$ cat config.mk
export PLATFORM = sky130hd
export DESIGN_NAME = svm_ctrl
export DESIGN_NICKNAME = d
export VERILOG_FILES = /design/src/svm_pkg.sv /design/src/svm_ctrl.sv
export SDC_FILE = /design/constraint.sdc
export NUM_CORES = 1
export LEC_CHECK = 0
export BUFFER_PORTS_ARGS = -buffer_cell sky130_fd_sc_hd__buf_2
export CAP_MARGIN = 30
export CORE_AREA = 3 3 40 42
export CTS_BUF_LIST = sky130_fd_sc_hd__clkbuf_16
export DETAILED_ROUTE_END_ITERATION = 10
export DIE_AREA = 0 0 43 45
export PLACE_DENSITY = 0.42
export SYNTH_ARGS = -nofsm -noshare
export SYNTH_HDL_FRONTEND = slang
export SYNTH_SLANG_ARGS = --single-unit
$ cat constraint.sdc
create_clock -name clk -period 2 [get_ports clk]
set_clock_uncertainty 0.1 [all_clocks]
set_input_delay 0.2 -clock clk [delete_from_list [all_inputs] [get_ports clk]]
set_output_delay 0.2 -clock clk [all_outputs]
set_load 0.1 [all_outputs]
$ cat src/svm_pkg.sv
// ============================================================================
// svm_pkg: shared types and constants of the stereo voice mixer
// Holds the item and format codes, register indexes, controller states and
// the command and status bundles passed between controller and datapath.
// ============================================================================
package svm_pkg;

  // Item modes.
  localparam logic [1:0] MODE_VOICE8  = 2'd0;
  localparam logic [1:0] MODE_VOICE16 = 2'd1;
  localparam logic [1:0] MODE_CLOSE   = 2'd2;

  // Output sample formats.
  localparam logic [1:0] FMT_S16 = 2'd0;
  localparam logic [1:0] FMT_U8  = 2'd1;
  localparam logic [1:0] FMT_S8  = 2'd2;

  // Configuration register indexes.
  localparam logic [1:0] REG_MASTER_VOLUME   = 2'd0;
  localparam logic [1:0] REG_SAMPLE_FORMAT   = 2'd1;
  localparam logic [1:0] REG_OUTPUT_CHANNELS = 2'd2;

  // Channel count that selects mono output.
  localparam logic [1:0] CHANNELS_MONO = 2'd1;

  // Register reset values.
  localparam logic [8:0] MASTER_VOLUME_RESET   = 9'd179;
  localparam logic [1:0] SAMPLE_FORMAT_RESET   = FMT_S16;
  localparam logic [1:0] OUTPUT_CHANNELS_RESET = 2'd2;

  // Datapath widths: gain is unsigned, the product is signed.
  localparam int GAIN_W = 17;
  localparam int OP_W   = 17;
  localparam int MUL_W  = OP_W + GAIN_W + 1;
  localparam int CLIP_W = 24;
  localparam int MIX_W  = 26;

  // Frame-close clip range and 16-bit output range.
  localparam int MIX_HI = 32767 * 256;
  localparam int MIX_LO = -32768 * 256;
  localparam logic signed [17:0] OUT_HI = 18'sd32767;
  localparam logic signed [17:0] OUT_LO = -18'sd32768;
  localparam logic signed [15:0] U8_BIAS = 16'sd128;

  // Controller states.
  typedef enum logic [2:0] {
    ST_IDLE,
    ST_GAIN,
    ST_MUL,
    ST_ACC,
    ST_MIX,
    ST_EMIT
  } state_t;

  // Commands from controller to datapath.
  typedef struct packed {
    logic capture;
    logic gain;
    logic mul;
    logic acc;
    logic mix;
    logic emit;
  } cmd_t;

  // Status from datapath to controller.
  typedef struct packed {
    logic out_busy;
  } status_t;

endpackage

$ cat src/svm_ctrl.sv
// ============================================================================
// svm_ctrl: sequencing controller of the stereo voice mixer
// Steps each accepted voice item through gain, multiply and accumulate, or
// a frame close through mix and emit, and drives the datapath commands.
// ============================================================================
module svm_ctrl
  import svm_pkg::*;
(
  input  logic       clk,
  input  logic       rst,
  input  logic       in_valid,
  input  logic [1:0] mode,
  output logic       in_stall,
  input  status_t    status,
  output cmd_t       cmd
);

  state_t state;
  state_t state_next;
  logic   accept;

  assign accept = in_valid && (state == ST_IDLE);

  // State register.
  always_ff @(posedge clk) begin
    if (rst) begin
      state <= ST_IDLE;
    end else begin
      state <= state_next;
    end
  end

  // Next state.
  always_comb begin
    state_next = state;
    case (state)
      ST_IDLE: begin
        if (accept) begin
          if (mode == MODE_VOICE8 || mode == MODE_VOICE16) begin
            state_next = ST_GAIN;
          end else if (mode == MODE_CLOSE) begin
            state_next = ST_MIX;
          end else begin
            state_next = ST_IDLE;
          end
        end
      end
      ST_GAIN: state_next = ST_MUL;
      ST_MUL:  state_next = ST_ACC;
      ST_ACC:  state_next = ST_IDLE;
      ST_MIX:  state_next = ST_EMIT;
      ST_EMIT: begin
        if (!status.out_busy) begin
          state_next = ST_IDLE;
        end
      end
      default: state_next = ST_IDLE;
    endcase
  end

  // Outputs.
  always_comb begin
    cmd      = '0;
    in_stall = 1'b1;
    case (state)
      ST_IDLE: begin
        in_stall    = 1'b0;
        cmd.capture = accept;
      end
      ST_GAIN: cmd.gain = 1'b1;
      ST_MUL:  cmd.mul  = 1'b1;
      ST_ACC:  cmd.acc  = 1'b1;
      ST_MIX:  cmd.mix  = 1'b1;
      ST_EMIT: cmd.emit = !status.out_busy;
      default: cmd = '0;
    endcase
  end

endmodule

==> metrics.md, run 1 <==
| Metric | Value |
|---|---|
| Die W | 43 microns |
| Later-pin clock latency in the skew report | ~0.22 ns |
| Routed Antenna Nets | 0 |
| Clk sinks | 3 |
| CTS Buf Count | 3 |
| DRC viols | 0 |
| Crit path time final | around 1.8 ns |
| DR vias/cell | just under 4 |
| CP required | ~1.7 ns |
| Cell variety after synth | 17 |
| Layout cell share with drive strength beyond 1 | roughly 50% |
| Post-route clock period utilization | 91.7% |
| Post-DP Area | approximately 290 sq um |
| DIE HEIGHT | approximately 45 microns |
| Ports | 13 |
| H-tree level count | 1 |
| Synth top cells by count | dfxtp_1 (3), nor2_1 (3), nor3b_1 (3), buf_2 (2), inv_1 (2) |
| Via count | ~210 |
| Max frequency | between 500 and 600 MHz |
| Gr usage total | 6.32% |
| CTS tree | yes |
| Register area share after synthesis | 27.4% |
| Drt wl/cell | 9.06 microns |
| Crit path launch type | flip-flop |
| Row count | 13 |
| Final Hold Viols | 0 |
| Setup-failing EPs final | 0 |
| RSZ-0062 raised after global routing | false |
| Area delta synth->final | 66.9% |
| Hold-fix buffers, CTS | 0 |
| Number of I/O port buffers | 12 |
| CP Max Fanout | 9 |
| Arrival @ worst endpoint | approximately 1.5 ns |
| Vias in the first global route | roughly 200 |
| Post-synth EDFFs | 0 |
| Synthesized Nets | 31 |
| CORE AREA | approximately 1300 sq um |
| Max Cap Violations | 0 |
| Largest net degree at the start of global routing | 11 |
| Regs by FF count | state x3 |
| Placer Congestion | roughly 0.64 |
| GRT overflow | 0 |
| Largest register FFs | 3 |
| Pwr/cell area | 1540 nW/um^2 |
| Post-synth ARST share | 0% |
| Postcts setup bufs | 0 |
| YS warnings | 0 |
| First-pass GRT wire length | around 860 microns |
| Max_slew headroom | 67.9% |
| Initial Util | approximately 17% |
| Number of nets in the layout | 45 |
| Hold Crit Class | input port to flip-flop |
| Status | complete, no violations |
| Largest area contributor in the netlist | dfxtp_1 |
| Top post-synthesis cells by area | dfxtp_1 (27%), nor3b_1 (10%), and4bb_1 (5.7%) |
| Worst Tran Pin Value | a little under 0.5 ns |
| Gate Count Post-Synth | 25 |
| Clk pin slew, worst setup/hold paths | ~0.03 ns |
| WS Path Type | flip-flop to output pin |
| Leak | roughly 0.18 nW |
| Post-Syn Area | between 200 and 250 sq um |
| Antenna diode instance count | 0 |
| HPWL Detailed | between 300 and 400 microns |
| Final max-slew violation count | 0 |
| Syn avg cell area | just under 9 sq um |
| Inst Count DP | between 40 and 50 |
| Crit end category | output pin |
| Worst vdd ir | roughly 0.61 mV |
| Largest register by flop count | state |
| Detailed Routing Iterations Pass 1 | 2 |
| Worst-case clock buffer depth | 2 |
| Main flop type after synthesis | dfxtp_1 |
| Post-synth top area share | between 20% and 30% |
| Antenna violations before repair | 0 |
| DR iter-0 viols | 2 |
| DIE AREA | around 1900 sq um |
| Number of synthesized register bits | 3 |
| Root Driver | clkbuf_16 |
| Fill cells | roughly 140 |
| # resized after CTS | 0 |
| DRT Wirelength | approximately 480 microns |
| Non-filler cells, final | 53 |
| Post-route cell area | 365 sq um |
## where the power goes
part | internal (mW) | leakage [nW] | total, mW | switching [mW]
clock | 0.257 | 0.0423 | 0.306 | 0.0490
combinational | 0.0383 | 0.114 | 0.175 | 0.136
sequential | 0.0670 | 0.0246 | 0.0830 | 0.0160
## kinds of logic (layout without fill, tap and decap cells)
family | count (synthesis) | after routing | synth area share (%)
mux | 1 | 1 | 4.57
buf+inv | 5 | 18 | 13.1
xor+xnor | 1 | 1 | 4.00
flops | 3 | 3 | 27.4
compound gates | 2 | 2 | 6.86
simple gates | 13 | 13 | 44.0
## cell type report
class / count / area [sq um] / share of cell area [%]
clock buffers: 3 / 75.1 / 20.5
clock inverters: 1 / 3.75 / 1.03
inverters: 2 / 7.51 / 2.05
multi-input cells: 17 / 140 / 38.4
flip-flops and latches: 3 / 60.1 / 16.4
well taps: 15 / 18.8 / 5.14
repair buffers: 12 / 60.1 / 16.4
## per-stage QoR
stage	power (mW)	worst slack [ns]	TNS, ns	hold slack [ns]	utilization (%)
after floorplan	0.241	-0.984	-2.22	0.177	-
after global placement	0.261	0.396	0	0.290	22.3
after detailed placement	0.260	0.397	0	0.286	22.3
after CTS	0.575	0.157	0	0.0556	28.4
after global routing	0.590	0.108	0	0.0746	28.4
final	0.564	0.165	0	0.0575	28.4
## layer usage
metal	routed length, microns	share of wire [%]	global-route usage [%]
met1	240	50	7.19
met2	200	42	8.68
met3	39	8.1	5.58
met4	0	0	1.81
met5	0	0	0
## critical path, stage by stage, from the launching register on
cell,delay (ns)
dfxtp_1,0.38
or3_4,0.44
nor2_4,0.07
buf_2,0.42
## cells in the final DEF, fill, tap and decap left out
master     count
xnor2_1        1
nor2_4         1
mux2i_1        1
a21oi_1        1
clkbuf_16      3
and4bb_1       1
o311a_1        1
inv_1          3
dfxtp_1        3
nor3_1         1
nand2b_1       1
nor2_1         3
nor3b_2        2
nor3b_1        2
or3_4          1
and3b_1        1
buf_2         12
## final timing paths
kind | startpoint | endpoint | slack [ns] | depth (start not counted)
max | state[2]$_SDFFE_PP0P_ | cmd[5] | 0.17 | 3
min | rst | state[1]$_SDFFE_PP0P_ | 0.06 | 2
max reg2reg | state[0]$_SDFFE_PP0P_ | state[2]$_SDFFE_PP0P_ | 0.88 | 3
min reg2reg | state[1]$_SDFFE_PP0P_ | state[2]$_SDFFE_PP0P_ | 0.51 | 1
Power figures use the tool's default switching activity.
==> run 2, diff against run 1 <==
- REMOVE_ABC_BUFFERS: default -> 1
==> metrics.md, run 2 (synthesis results as in run 1) <==
| Metric | Value |
|---|---|
| # resized after CTS | 0 |
| Row count | 13 |
| Vias in the first global route | a little over 200 |
| Max incr delay on CP | between 0.4 and 0.5 ns |
| Initial Util | between 15 and 20% |
| Area delta synth->final | 62.3% |
| Crit-path cells | or3_4 > nor2_2 > buf_2 |
| WS Path Type | flip-flop to output pin |
| Max_slew headroom | 67.7% |
| Drt wl/cell | around 9.5 microns |
| Later-pin clock latency in the skew report | around 0.22 ns |
| Placer Congestion | 0.579 |
| CP required | 1.70 ns |
| DIE HEIGHT | about 45 microns |
| DR iter-0 viols | 2 |
| Buf/Inv on CP | 1 |
| DRC viols | 0 |
| Die W | about 43 microns |
| Final TNS setup | 0 ns |
| Antenna violations before repair | 0 |
| Reg2reg path depth | 3 |
| Status | complete, no violations |
| Regs by FF count | state x3 |
| Non-filler cells, final | 53 |
| Largest net degree at the start of global routing | 11 |
| Worst vdd ir | around 0.46 mV |
| Routed Antenna Nets | 0 |
| Root Driver | clkbuf_16 |
| CTS Buf Count | 3 |
| DR vias/cell | 3.96 |
| Setup-failing EPs final | 0 |
| Final max-slew violation count | 0 |
| GRT overflow | 0 |
| DIE AREA | about 1900 sq um |
| Most common cell after layout, fill and taps aside | buf_2 |
| Clk sinks | 3 |
| Antenna diode instance count | 0 |
| First-pass GRT wire length | roughly 760 microns |
| Worst-case clock buffer depth | 2 |
| Final Hold Viols | 0 |
| Crit end category | output pin |
| Post-route cell area | ~360 sq um |
| Arrival @ worst endpoint | between 1.5 and 2 ns |
| Crit path launch type | flip-flop |
| Gr usage total | between 5 and 6% |
| Leak | 0.180 nW |
| Layout cell share with drive strength beyond 1 | 47.4% |
| Largest register by flop count | state |
| Hold-fix buffers, CTS | 0 |
| RSZ-0062 raised after global routing | false |
| Slowest cell on crit path | or3_4 |
| H-tree level count | 1 |
| Pwr/cell area | roughly 1600 nW/um^2 |
| Hold Crit Class | input port to flip-flop |
| Detailed Routing Iterations Pass 1 | 2 |
| Fill cells | 144 |
| Max frequency | 550 MHz |
| Inst Count DP | 49 |
| CORE AREA | 1280 sq um |
| CP top delay family | simple AND/OR/NAND/NOR gates |
| Largest register FFs | 3 |
| Overall Power | between 500 and 600 uW |
| CTS tree | yes |
| Crit path time final | between 1.5 and 2 ns |
| Via count | 210 |
| Worst path depth | 3 |
| CP Max Fanout | 9 |
| Ports | 13 |
| Postcts setup bufs | 0 |
| Max Cap Violations | 0 |
| Clk pin slew, worst setup/hold paths | 0.03 ns |
| Post-route clock period utilization | between 90% and 100% |
| Post-DP Area | between 200 and 300 sq um |
| Number of nets in the layout | 45 |
| Util after Layout | 27.7% |
| DRT Wirelength | slightly above 500 microns |
| Worst Tran Pin Value | about 0.5 ns |
| Number of I/O port buffers | 12 |
| Hold Crit Depth | 2 |
run 2: cell count changes in the layout (fill, tap and decap cells not counted):
cell | previous run | this run
nor3b_1 | 2 | 3
nor2_2 | 0 | 1
nor3b_2 | 2 | 1
nor2_4 | 1 | 0
run 2: layout make-up:
class,instances,area [sq um],share of cell area [%]
tap,15,18.8,5.28
inverter,2,7.51,2.11
timing repair buffer,12,60.1,16.9
clock buffer,3,75.1,21.1
clock inverter,1,3.75,1.06
sequential,3,60.1,16.9
multi-input combinational,17,130,36.6
run 2: worst reg2reg max path: cells and delay by family (launching register included):
family | cells | cell delay [ns]
AND/OR/NAND/NOR | 3 | 0.39
flip-flops | 1 | 0.49
run 2: per-layer routing:
| metal | routed length (microns) | track usage (%) | part of all wire, % | vias up |
|---|---|---|---|---|
| met5 | 0 | 0 | 0 | - |
| met4 | 0 | 3.61 | 0 | 0 |
| met3 | 62 | 4.78 | 12 | 0 |
| met2 | 248 | 10.2 | 49 | 9 |
| met1 | 191 | 4.58 | 38 | 90 |
| li1 | - | - | - | 111 |
run 2: path summary, 6_finish.rpt:
check | startpoint | endpoint | slack, ns
max | state[2]$_SDFFE_PP0P_ | cmd[5] | 0.18
min | rst | state[1]$_SDFFE_PP0P_ | 0.06
min reg2reg | state[1]$_SDFFE_PP0P_ | state[2]$_SDFFE_PP0P_ | 0.52
max reg2reg | state[0]$_SDFFE_PP0P_ | state[2]$_SDFFE_PP0P_ | 0.89
run 2: per-stage QoR:
stage | setup slack [ns] | hold slack [ns]
2_1_floorplan | -1.04 | 0.177
3_3_place_gp | 0.406 | 0.287
3_5_place_dp | 0.401 | 0.287
4_1_cts | 0.163 | 0.0566
5_1_grt | 0.134 | 0.0604
6_report | 0.181 | 0.0575
run 2: report_power, final:
| group | internal [mW] | switching [mW] | total, mW | leakage [nW] |
|---|---|---|---|---|
| clock | 0.257 | 0.0511 | 0.309 | 0.0423 |
| combinational | 0.0369 | 0.134 | 0.171 | 0.113 |
| sequential | 0.0670 | 0.0159 | 0.0829 | 0.0246 |
==> run 3, diff against run 2 <==
- ABC_AREA: default -> 1
- PLACE_DENSITY: 0.42 -> 0.41
==> metrics.md, run 3 <==
| Metric | Value |
|---|---|
| Row count | 13 |
| Ports | 13 |
| Largest register FFs | 3 |
| Synth top cells by count | inv_1 (7), nand2_1 (5), nor2_1 (4), dfxtp_1 (3) |
| Buf/Inv on CP | 2 |
| Largest area contributor in the netlist | dfxtp_1 |
| Hold Crit Class | input port to flip-flop |
| # resized after CTS | 0 |
| RSZ-0062 raised after global routing | false |
| Max_slew headroom | roughly two thirds |
| Final Hold Viols | 0 |
| Number of I/O port buffers | 12 |
| Status | complete, no violations |
| Postcts setup bufs | 0 |
| Worst Hold Slack | 0.156 ns |
| Seq pwr share | 12.9% |
| Regs by FF count | state x3 |
| P_sw | ~240 uW |
| Max Cap Violations | 0 |
| CORE AREA | 1280 sq um |
| Crit path time final | roughly 1.7 ns |
| Largest register by flop count | state |
| DR iter-0 viols | 2 |
| Area delta synth->final | 79.2% |
| Final TNS setup | 0 ns |
| Gr usage total | around 6.4% |
| Arrival @ worst endpoint | around 1.4 ns |
| Vias in the first global route | roughly 230 |
| Placer Congestion | between 0.6 and 0.7 |
| DR vias/cell | ~3.8 |
| DIE AREA | approximately 1900 sq um |
| Setup-failing EPs final | 0 |
| Cell variety after synth | 14 |
| Die W | between 40 and 50 microns |
| HPWL Detailed | between 400 and 500 microns |
| Pre-CTS setup slack | just under 0.6 ns |
| Leak | about 0.20 nW |
| Drt wl/cell | around 8.6 microns |
| Fill cells | approximately 140 |
| Post-route cell area | roughly 360 sq um |
| Clock group share of total power | a little over half |
| CP top delay family | buffers and inverters |
| Via count | about 240 |
| Main flop type after synthesis | dfxtp_1 |
| Detailed Routing Iterations Pass 1 | 2 |
| Gate Count Post-Synth | 31 |
| Top post-synthesis cells by area | dfxtp_1 (30%), inv_1 (13%), nand3_2 (10%) |
| Post-route clock period utilization | between 80 and 90% |
| Worst vdd ir | about 0.35 mV |
| Layout cell share with drive strength beyond 1 | 42.6% |
| DIE HEIGHT | between 40 and 50 microns |
| Later-pin clock latency in the skew report | about 0.22 ns |
| Clk pin slew, worst setup/hold paths | 0.03 ns |
| Largest net degree at the start of global routing | 7 |
| Final Worst Setup Slack | 0.345 ns |
| YS warnings | 0 |
| Slowest cell on crit path | buf_2 |
| Post-synth EDFFs | 0 |
| Crit path launch type | flip-flop |
| Crit-path cells | inv_2 > nor3_1 > buf_2 |
| Number of nets in the layout | 54 |
| Antenna violations before repair | 0 |
| GRT overflow | 0 |
| Logic gate share of total power | between 30% and 40% |
| Pwr/cell area | approximately 1700 nW/um^2 |
| Root Driver | clkbuf_16 |
| Most common cell after layout, fill and taps aside | buf_2 |
| Post-synth ARST share | 0% |
| CTS tree | yes |
| Post-DP Area | around 280 sq um |
| DRT Wirelength | ~530 microns |
| Switching Fraction | around two fifths |
| Internal Pwr Total | 360 uW |
| DRC viols | 0 |
| Initial Util | between 10% and 20% |
| CP Max Fanout | 6 |
| CTS Buf Count | 3 |
| Number of synthesized register bits | 3 |
| WS Path Type | flip-flop to output pin |
| Overall Power | between 500 and 600 uW |
| Max incr delay on CP | between 0.4 and 0.5 ns |
| CP required | around 1.7 ns |
| Most frequent cells in the layout | buf_2 (12), inv_1 (8), nand2_1 (5) |
| Antenna diode instance count | 0 |
| Clk sinks | 3 |
| Routed Antenna Nets | 0 |
| Register area share after synthesis | a little under a third |
| Post-Syn Area | 199 sq um |
| Hold-fix buffers, CTS | 0 |
| Syn avg cell area | 6.42 sq um |
| Post-synth top area share | about 30% |
| First-pass GRT wire length | around 840 microns |
| Crit end category | output pin |
| Max frequency | between 600 and 700 MHz |
| H-tree level count | 1 |
| Final max-slew violation count | 0 |
| Worst Tran Pin Value | just under 0.5 ns |
| Worst-case clock buffer depth | 2 |
| Most frequent cell after synthesis | inv_1 |
run 3: changes by cell type in the layout (fill, tap and decap cells not counted), moves of 2 or more:
cell     previous run  this run
inv_1               3         8
nand2_1             0         5
nand3_2             0         2
nor3b_1             3         0
run 3: layer usage:
layer	vias up	global-route usage [%]	wire, microns
met3	0	4.38	53
met2	7	9.58	276
li1	131	-	-
met5	-	0	0
met4	0	7.23	0
met1	97	5.30	203
run 3: final cells by class:
cell class                 instances  area (sq um)  share of cell area (%)
timing repair buffer              12          60.1                    16.8
multi-input combinational         20           109                    30.5
clock inverter                     1          3.75                    1.05
tap                               15          18.8                    5.26
inverter                           8          30.0                    8.42
sequential                         3          60.1                    16.8
clock buffer                       3          75.1                    21.1
run 3: worst register-to-register path, stage by stage (launching register included):
cell and delay [ns]:
dfxtp_1 0.40, inv_2 0.10, nand3_2 0.08, inv_1 0.05
o21a_1 0.15
run 3: cell families (layout without fill, tap and decap cells):
kind of cell,after synthesis,in the layout,share of synthesized area [%]
compound gates,4,4,13.8
buf+inv,8,24,15.1
flops,3,3,30.2
simple gates,16,16,40.9
run 3: worst paths after layout:
| kind | slack [ns] | cells past startpoint | from | end |
|---|---|---|---|---|
| setup / recovery | 0.35 | 3 | state[2]$_SDFFE_PP0P_ | cmd[0] |
| hold / removal | 0.16 | 3 | rst | state[1]$_SDFFE_PP0P_ |
| setup reg to reg | 1.01 | 4 | state[2]$_SDFFE_PP0P_ | state[1]$_SDFFE_PP0P_ |
| hold reg to reg | 0.44 | 2 | state[1]$_SDFFE_PP0P_ | state[0]$_SDFFE_PP0P_ |
run 3: per-stage QoR:
| stage | instances | utilization [%] |
|---|---|---|
| 6_report | 62 | 27.8 |
| 5_1_grt | 62 | 27.8 |
| 4_1_cts | 62 | 27.8 |
| 3_5_place_dp | 58 | 21.6 |
| 3_3_place_gp | 58 | 21.6 |
| 2_1_floorplan | 31 | - |
run 3: power by group through the flow:
stage	Sequential (mW)	Clock, mW	Combinational (mW)
2_1_floorplan	0.0761	0	0.181
3_3_place_gp	0.0783	0	0.210
3_5_place_dp	0.0775	0	0.209
4_1_cts	0.0772	0.316	0.210
5_1_grt	0.0783	0.323	0.219
6_report	0.0770	0.312	0.208
